## src/rtl/bbc_pkg.sv

```systemverilog
// Shared types and constants for the clipped 3x3 box blur.
package bbc_pkg;

    localparam int unsigned MaxSize = 1024;
    localparam int unsigned SizeBits = 11;
    localparam int unsigned CoordBits = 10;
    localparam int unsigned ChanBits = 16;
    localparam int unsigned SumBits = 20;
    localparam int unsigned PixBits = 3 * ChanBits;

    typedef struct packed {
        logic [ChanBits-1:0] in_red;
        logic [ChanBits-1:0] in_green;
        logic [ChanBits-1:0] in_blue;
    } t_in_beat;

    typedef struct packed {
        logic [CoordBits-1:0] out_row;
        logic [CoordBits-1:0] out_col;
        logic [ChanBits-1:0]  out_red;
        logic [ChanBits-1:0]  out_green;
        logic [ChanBits-1:0]  out_blue;
        logic                 last_of_run;
    } t_out_beat;

    // One job handed from the front to the back: a 3x3 window snapshot plus
    // the position of the pixel that completed it.
    typedef struct packed {
        logic [8:0][PixBits-1:0] win;
        logic [CoordBits-1:0]    row;
        logic [CoordBits-1:0]    col;
        logic                    last_row;
        logic                    last_col;
    } t_job;

    typedef enum logic [1:0] {
        S_IDLE,
        S_SUM,
        S_DIV,
        S_OUT
    } t_back_state;

endpackage

```

## src/rtl/bbc_back.sv

```systemverilog
// Back: walks the windows of one job, sums, divides and emits beats.
module bbc_back (
    input  logic                 i_clk,
    input  logic                 i_rst_n,
    input  logic                 i_job_valid,
    output logic                 o_job_ready,
    input  bbc_pkg::t_job        i_job,
    output logic                 o_valid,
    input  logic                 i_ready,
    output bbc_pkg::t_out_beat   o_data
);
    localparam int unsigned CB = bbc_pkg::ChanBits;
    localparam int unsigned SB = bbc_pkg::SumBits;
    localparam int unsigned RB = 21;
    localparam int unsigned PW = SB + RB;

    bbc_pkg::t_back_state r_state, n_state;
    bbc_pkg::t_job r_job;
    logic [1:0] r_ai, r_bi, r_ahi, r_bhi, r_blo;
    logic [2:0][SB-1:0] r_sum, n_sum;
    logic [1:0] rows, cols;
    logic [3:0] div;
    logic [RB-1:0] recip;
    logic [4:0] shamt;
    logic [PW-1:0] prod [3];
    logic [2:0][CB-1:0] r_q, n_q;
    logic r_ovalid;
    bbc_pkg::t_out_beat r_out;
    logic is_last;

    // Window rows span r_ai..2 of the job, columns r_bi..2.
    assign rows = 2'd3 - r_ai;
    assign cols = 2'd3 - r_bi;
    assign div = {2'b00, rows} * {2'b00, cols};
    assign is_last = (r_ai == r_ahi) && (r_bi == r_bhi);

    always_comb begin
        for (int k = 0; k < 3; k++) begin
            n_sum[k] = '0;
            for (int x = 0; x < 3; x++) begin
                for (int y = 0; y < 3; y++) begin
                    if (2'(x) >= r_ai && 2'(y) >= r_bi) begin
                        n_sum[k] = n_sum[k] + SB'(r_job.win[x*3+y][k*CB +: CB]);
                    end
                end
            end
        end
    end

    // Divide by multiplying with a rounded-up reciprocal, exact for any 20-bit sum.
    always_comb begin
        case (div)
            4'd2: begin
                recip = RB'(1);
                shamt = 5'd1;
            end
            4'd3: begin
                recip = RB'(22'h155556);
                shamt = 5'd22;
            end
            4'd4: begin
                recip = RB'(1);
                shamt = 5'd2;
            end
            4'd6: begin
                recip = RB'(22'h155556);
                shamt = 5'd23;
            end
            4'd9: begin
                recip = RB'(22'h1C71C8);
                shamt = 5'd24;
            end
            default: begin
                recip = RB'(1);
                shamt = 5'd0;
            end
        endcase
    end

    always_comb begin
        for (int k = 0; k < 3; k++) begin
            prod[k] = PW'(r_sum[k]) * PW'(recip);
            n_q[k] = CB'(prod[k] >> shamt);
        end
    end

    always_comb begin
        n_state = r_state;
        case (r_state)
            bbc_pkg::S_IDLE: if (i_job_valid) n_state = bbc_pkg::S_SUM;
            bbc_pkg::S_SUM: n_state = bbc_pkg::S_DIV;
            bbc_pkg::S_DIV: n_state = bbc_pkg::S_OUT;
            bbc_pkg::S_OUT: begin
                if (!r_ovalid || i_ready) begin
                    n_state = is_last ? bbc_pkg::S_IDLE : bbc_pkg::S_SUM;
                end
            end
            default: n_state = bbc_pkg::S_IDLE;
        endcase
    end

    assign o_job_ready = (r_state == bbc_pkg::S_IDLE);

    always_ff @(posedge i_clk) begin
        case (r_state)
            bbc_pkg::S_IDLE: begin
                r_job <= i_job;
                // Windows starting at rows 0..2 back; far edges add more.
                r_ahi <= i_job.last_row ? 2'd2 : 2'd0;
                r_ai <= (i_job.row < 10'd2) ? 2'(2'd2 - i_job.row[1:0]) : 2'd0;
                r_bi <= (i_job.col < 10'd2) ? 2'(2'd2 - i_job.col[1:0]) : 2'd0;
                r_blo <= (i_job.col < 10'd2) ? 2'(2'd2 - i_job.col[1:0]) : 2'd0;
                r_bhi <= i_job.last_col ? 2'd2 : 2'd0;
                if (i_job.row < 10'd2 && !i_job.last_row) r_ahi <= 2'd0;
                if (i_job.col < 10'd2 && !i_job.last_col) r_bhi <= 2'd0;
            end
            bbc_pkg::S_SUM: begin
                r_sum <= n_sum;
            end
            bbc_pkg::S_DIV: begin
                r_q <= n_q;
            end
            bbc_pkg::S_OUT: begin
                if (!r_ovalid || i_ready) begin
                    r_out.out_row <= r_job.row - 10'(2'd2 - r_ai);
                    r_out.out_col <= r_job.col - 10'(2'd2 - r_bi);
                    r_out.out_red <= r_q[0];
                    r_out.out_green <= r_q[1];
                    r_out.out_blue <= r_q[2];
                    r_out.last_of_run <= is_last;
                    if (r_bi == r_bhi) begin
                        r_bi <= r_blo;
                        r_ai <= r_ai + 1'b1;
                    end else begin
                        r_bi <= r_bi + 1'b1;
                    end
                end
            end
            default: ;
        endcase
        if (!i_rst_n) begin
            r_state <= bbc_pkg::S_IDLE;
            r_ovalid <= 1'b0;
        end else begin
            r_state <= n_state;
            if (r_state == bbc_pkg::S_OUT && (!r_ovalid || i_ready)) begin
                r_ovalid <= 1'b1;
            end else if (i_ready) begin
                r_ovalid <= 1'b0;
            end
        end
    end

    assign o_valid = r_ovalid;
    assign o_data = r_out;
endmodule

```

## config.mk

```make
export PLATFORM = sky130hd
export DESIGN_NAME = bbc_back
export DESIGN_NICKNAME = d
export VERILOG_FILES = /design/src/rtl/bbc_pkg.sv /design/src/rtl/bbc_back.sv
export SDC_FILE = /design/constraint.sdc
export NUM_CORES = 2
export LEC_CHECK = 0
export BUFFER_PORTS_ARGS = -buffer_cell sky130_fd_sc_hd__buf_2
export CAP_MARGIN = 20
export CORE_UTILIZATION = 28
export CTS_BUF_LIST = sky130_fd_sc_hd__clkbuf_4 sky130_fd_sc_hd__clkbuf_8
export CTS_CLUSTER_DIAMETER = 30
export DETAILED_ROUTE_END_ITERATION = 12
export GPL_ROUTABILITY_DRIVEN = 0
export RECOVER_POWER = 100
export SLEW_MARGIN = 20
export SYNTH_ARGS = -nofsm -noshare
export SYNTH_HDL_FRONTEND = slang
export SYNTH_SLANG_ARGS = --single-unit
```

## constraint.sdc

```tcl
create_clock -name i_clk -period 14.54 [get_ports i_clk]
set_clock_uncertainty 0.05 [all_clocks]
set_input_delay 2.181 -clock i_clk [delete_from_list [all_inputs] [get_ports i_clk]]
set_output_delay 2.181 -clock i_clk [all_outputs]
set_load 0.01 [all_outputs]
```

## Word level (Yosys, flattened, before mapping)

Index checks and enable logic that the tools add are counted.

- Register bits after elaboration: 642
- Input bits: 458
- Output and inout port bits: 71

- $add $sub $neg: 34
- Multiply operators: 4
- Magnitude comparators: 8
- Equal/unequal tests: 13
- Shifts and indexed selects: 3
- Mux-type cells: 45
- Reductions and logical operators: 25

Operators by type and width:

| cell | number |
|---|---|
| $add A20 B16 Y20 | 24 |
| $mux W20 | 24 |
| $mul A20 B21 Y41 | 3 |
| $shr A41 B5 Y16 | 3 |
| $mux W16 | 3 |
| $pmux W21 S2 | 1 |
| $pmux W5 S5 | 1 |
| $lt A10 B2 Y1 const B | 2 |
| $mux W2 | 10 |
| $sub A10 B10 Y10 | 2 |
| $logic_and A1 B1 Y1 | 13 |
| $eq A4 B2 Y1 const B | 2 |
| $eq A4 B3 Y1 const B | 2 |
| $ge A1 B2 Y1 const A | 4 |
| $pmux W2 S2 | 2 |
| $pmux W2 S4 | 1 |
| $sub A2 B2 Y2 const A | 4 |
| $ne A2 B2 Y1 const B | 3 |
| $reduce_and A2 Y1 | 3 |
| $sub A2 B2 Y3 const A | 2 |
| $add A2 B1 Y2 const B | 2 |
| $eq A2 B2 Y1 | 2 |
| $eq A2 B2 Y1 const B | 2 |
| $eq A4 B4 Y1 const B | 1 |
| 10 further kinds | 16 |

## Logic depth before layout (Yosys ltp)

- Depth in word-level cells: 19
- Mapped depth: 67
- Depth with buffers taken out: 63

## Least setup slack after synthesis

No wires, ideal clock.

- Path kind: register to output
- Start point: reg r_state[0]
- End point: out o_job_ready
- Arrival: 10.964 ns
- Data required time: 12.309 ns
- Setup slack: 1.345 ns
- Cell stages (with the launch flop): 3
- Buffers on the path: 0
- Cell sequence: dfxtp_1 > inv_1 > ha_1

- Word-level cells in the longest chain between the ends: 1

RTL lines:

| item | line | RTL |
|---|---|---|
| start, declared | bbc_back.sv:17 | `bbc_pkg::t_back_state r_state, n_state;` |
| start signal, assigned | bbc_back.sv:142 | `r_state <= bbc_pkg::S_IDLE;` |
| start signal, assigned | bbc_back.sv:145 | `r_state <= n_state;` |
| $logic_not A2 Y1 | bbc_back.sv:102 | `assign o_job_ready = (r_state == bbc_pkg::S_IDLE);` |
| end, declared | bbc_back.sv:6 | `output logic o_job_ready,` |

No other way between the ends.

==> flow_summary.yaml <==
logic_synthesis:
  synth_ff_type: "edfxtp_1"
  synth_cells: 7413
  yosysWarnings: 0
  yosysSeqAreaShare: 0.263
  syn_nets: 9509
  synth_most_common_cell: "inv_1"
  async_flop_share: 0
  netlist_area_um2: 72900
  synth.top_cells.by_area: "edfxtp_1, fa_1, ha_1"
  synth_top_area_cell: "edfxtp_1"
  synth_edf_count: 637
  syn_avg_cell_area_um2: 9.84
  synth_seq_cells: 640
  yosysUniqueCellTypes: 98
  ys_top_cells_by_count: "inv_1, ha_1, edfxtp_1"
  synth.top_cell.area_share: 0.262
cts:
  clockRootBuffer: "clkbuf_8"
  clockBufferDepth: 4
  cts_buffers: 165
  cts.sinks: 640
  path_clk_slew_ns: 0.05
  post_cts_buffers: 0
  cts_tree: "built"
  clk-insertion-delay-late_ns: 0.96
  htreeDepth: 4
floorplan:
  fp-row-count: 186
  die_h_um: 512
  ios: 529
  initial_core_util: 0.283
  die_x_um: 512
  fp.coreArea_um2: 258000
  die_area_um2: 262000
drt:
  initialDrtViolationCount: 4364
  drc: 0
  ant_nets: 0
  drt-pass1-iter-count: 6
  vias: 56800
  via_per_inst: 4.94
  drt-total-wl_mm: 245
  routedWlPerCell_um: 21.3
cells_and_area:
  syn_to_final_growth_pct: 13.6
  drive_above_1_share: 0.0995
  n_fill_cell: 26400
  multi_input_area_um2: 49100
  ff_latch_area_um2: 19200
  fin_nets: 10100
placement:
  dpl.hpwl_mm: 207
  place.port_buffers: 528
critical_path:
  slowest_delay_ns: 0.62
  required_ns: 15.10
  cp.arrival_ns: 14.33
  path_max_fanout: 22
  cp_slowest_cell: "a2111oi_0"
  critical_path.top_delay_family: "compound AO/OA/AOI/OAI gates"
  end_kind: "flip-flop"
  start_kind: "flip-flop"
  crit_buf_inv: 4
  critPathMostFrequentCell: "o21ai_0"
  crit_type: "flip-flop to flip-flop"
timing:
  max_freq_ghz: 0.0726
  final.min_clock_period_ns: 13.77
  finalCritPeriodShare: 0.947
  slew_viol_final: 682
  fin_tns_setup_ns: 0
  hold_viol: 0
  setup_violations: 0
  worst_slew_pin_slew_ns: 3.89
  relSlewSlack: -1.60
  rsz0062_at_grt: "no"
run:
  cap_violations: 13
min_path:
  hold_path_class: "flip-flop to flip-flop"
grt:
  grt_usage: 0.181
  grt_start_max_net_pins: 80
  grt_pass1_vias: 57800
  grt_pass1_wl_mm: 359
  grt_antenna_before_repair: 45
  overflow: 0
run_status:
  violations: "max-capacitance violations, max-slew violations"
  status: "complete, but fails checks"
[cell usage in the layout, fill, tap and decap left out, drive strengths merged, types with 97 or more instances in the layout]
cell | synthesis | routed
inv | 1076 | 1080
ha | 1003 | 1003
edfxtp | 637 | 637
fa | 635 | 635
nand2 | 539 | 539
a21oi | 480 | 480
clkbuf | 146 | 446
nor2 | 433 | 433
o21ai | 365 | 365
buf | 30 | 326
xnor2 | 291 | 291
a21o | 165 | 165
xor2 | 146 | 146
and3 | 115 | 115
and2 | 114 | 114
nor3 | 105 | 105
mux2 | 102 | 102
nand3 | 97 | 97
[final cells by class]
cell class              count  area share
repair buffers            584      0.0328
diodes                     14    0.000423
multi-input cells        5521       0.593
inverters                1076      0.0487
flip-flops and latches    640       0.232
clock buffers             188      0.0296
clock inverters            95      0.0130
well taps                3384      0.0511
[flip-flops by register name, indices dropped and copies added, names as in the netlist]
name / cells
r_sum: 60
r_ahi: 1
r_blo: 2
r_job: 452
r_bi: 2
o_data: 69
o_valid: 1
r_state: 2
r_bhi: 1
r_q: 48
r_ai: 2
[kinds of logic after synthesis]
group / Yosys count / share of synthesized area
AOI/OAI and AO/OA: 1568 / 0.137
xor gates and xnor gates: 440 / 0.0539
adders and majority gates: 1648 / 0.348
buffers and inverters: 1252 / 0.0646
DFF: 640 / 0.263
muxes: 162 / 0.0240
and+or+nand+nor: 1703 / 0.110
[per-stage QoR]
stage / std cells / cell area (um2) / hold slack, ns / utilization / setup WS [ns]
detailed placement: 11200 / 79700 / 0.355 / 0.309 / 0.866
finish: 11500 / 82900 / 0.355 / 0.321 / 0.768
floorplan: 7413 / 72900 / 0.350 / - / 1.34
global route: 11500 / 82800 / 0.340 / 0.321 / 0.0235
CTS: 11500 / 83200 / 0.337 / 0.323 / 0.729
global placement: 11200 / 79700 / 0.355 / 0.309 / 1.07
[routing by layer]
layer | vias to the layer above | track usage | wire length, um | part of all wire
met2 | 2054 | 0.296 | 111000 | 0.45
li1 | 26800 | - | - | -
met1 | 27600 | 0.234 | 105000 | 0.43
met5 | - | 0 | 106 | 0.00043
met4 | 16 | 0.0860 | 13300 | 0.054
met3 | 455 | 0.0279 | 15800 | 0.065
[worst register-to-register path, delay by kind of cell, from the launching register on]
| family | cells | cell delay, ns |
|---|---|---|
| compound gates | 25 | 5.90 |
| xor+xnor | 5 | 0.93 |
| fa+ha+maj | 9 | 3.02 |
| buf+inv | 4 | 0.68 |
| flops | 1 | 0.48 |
| mux | 1 | 0.30 |
| simple gates | 11 | 2.13 |
[path summary, 6_finish.rpt]
kind                            slack, ns               from                    to  cells after the start
worst max-delay path                 0.77  r_bi[1]$_DFFE_PP_   r_sum[58]$_DFFE_PN_                     55
worst min-delay path                 0.36  r_q[31]$_DFFE_PN_  o_data[32]$_DFFE_PP_                      0
worst max register to register       0.77  r_bi[1]$_DFFE_PP_   r_sum[58]$_DFFE_PN_                     55
worst min register to register       0.36  r_q[31]$_DFFE_PN_  o_data[32]$_DFFE_PP_                      0
[timing repair]
action,4_1_cts,5_1_grt
endpoints found under the setup margin,0,2
gates resized for setup,0,2
hold buffers,0,0
Power is not shown: default switching activity piles up to over one toggle a cycle in this logic, so the estimate is an artifact.
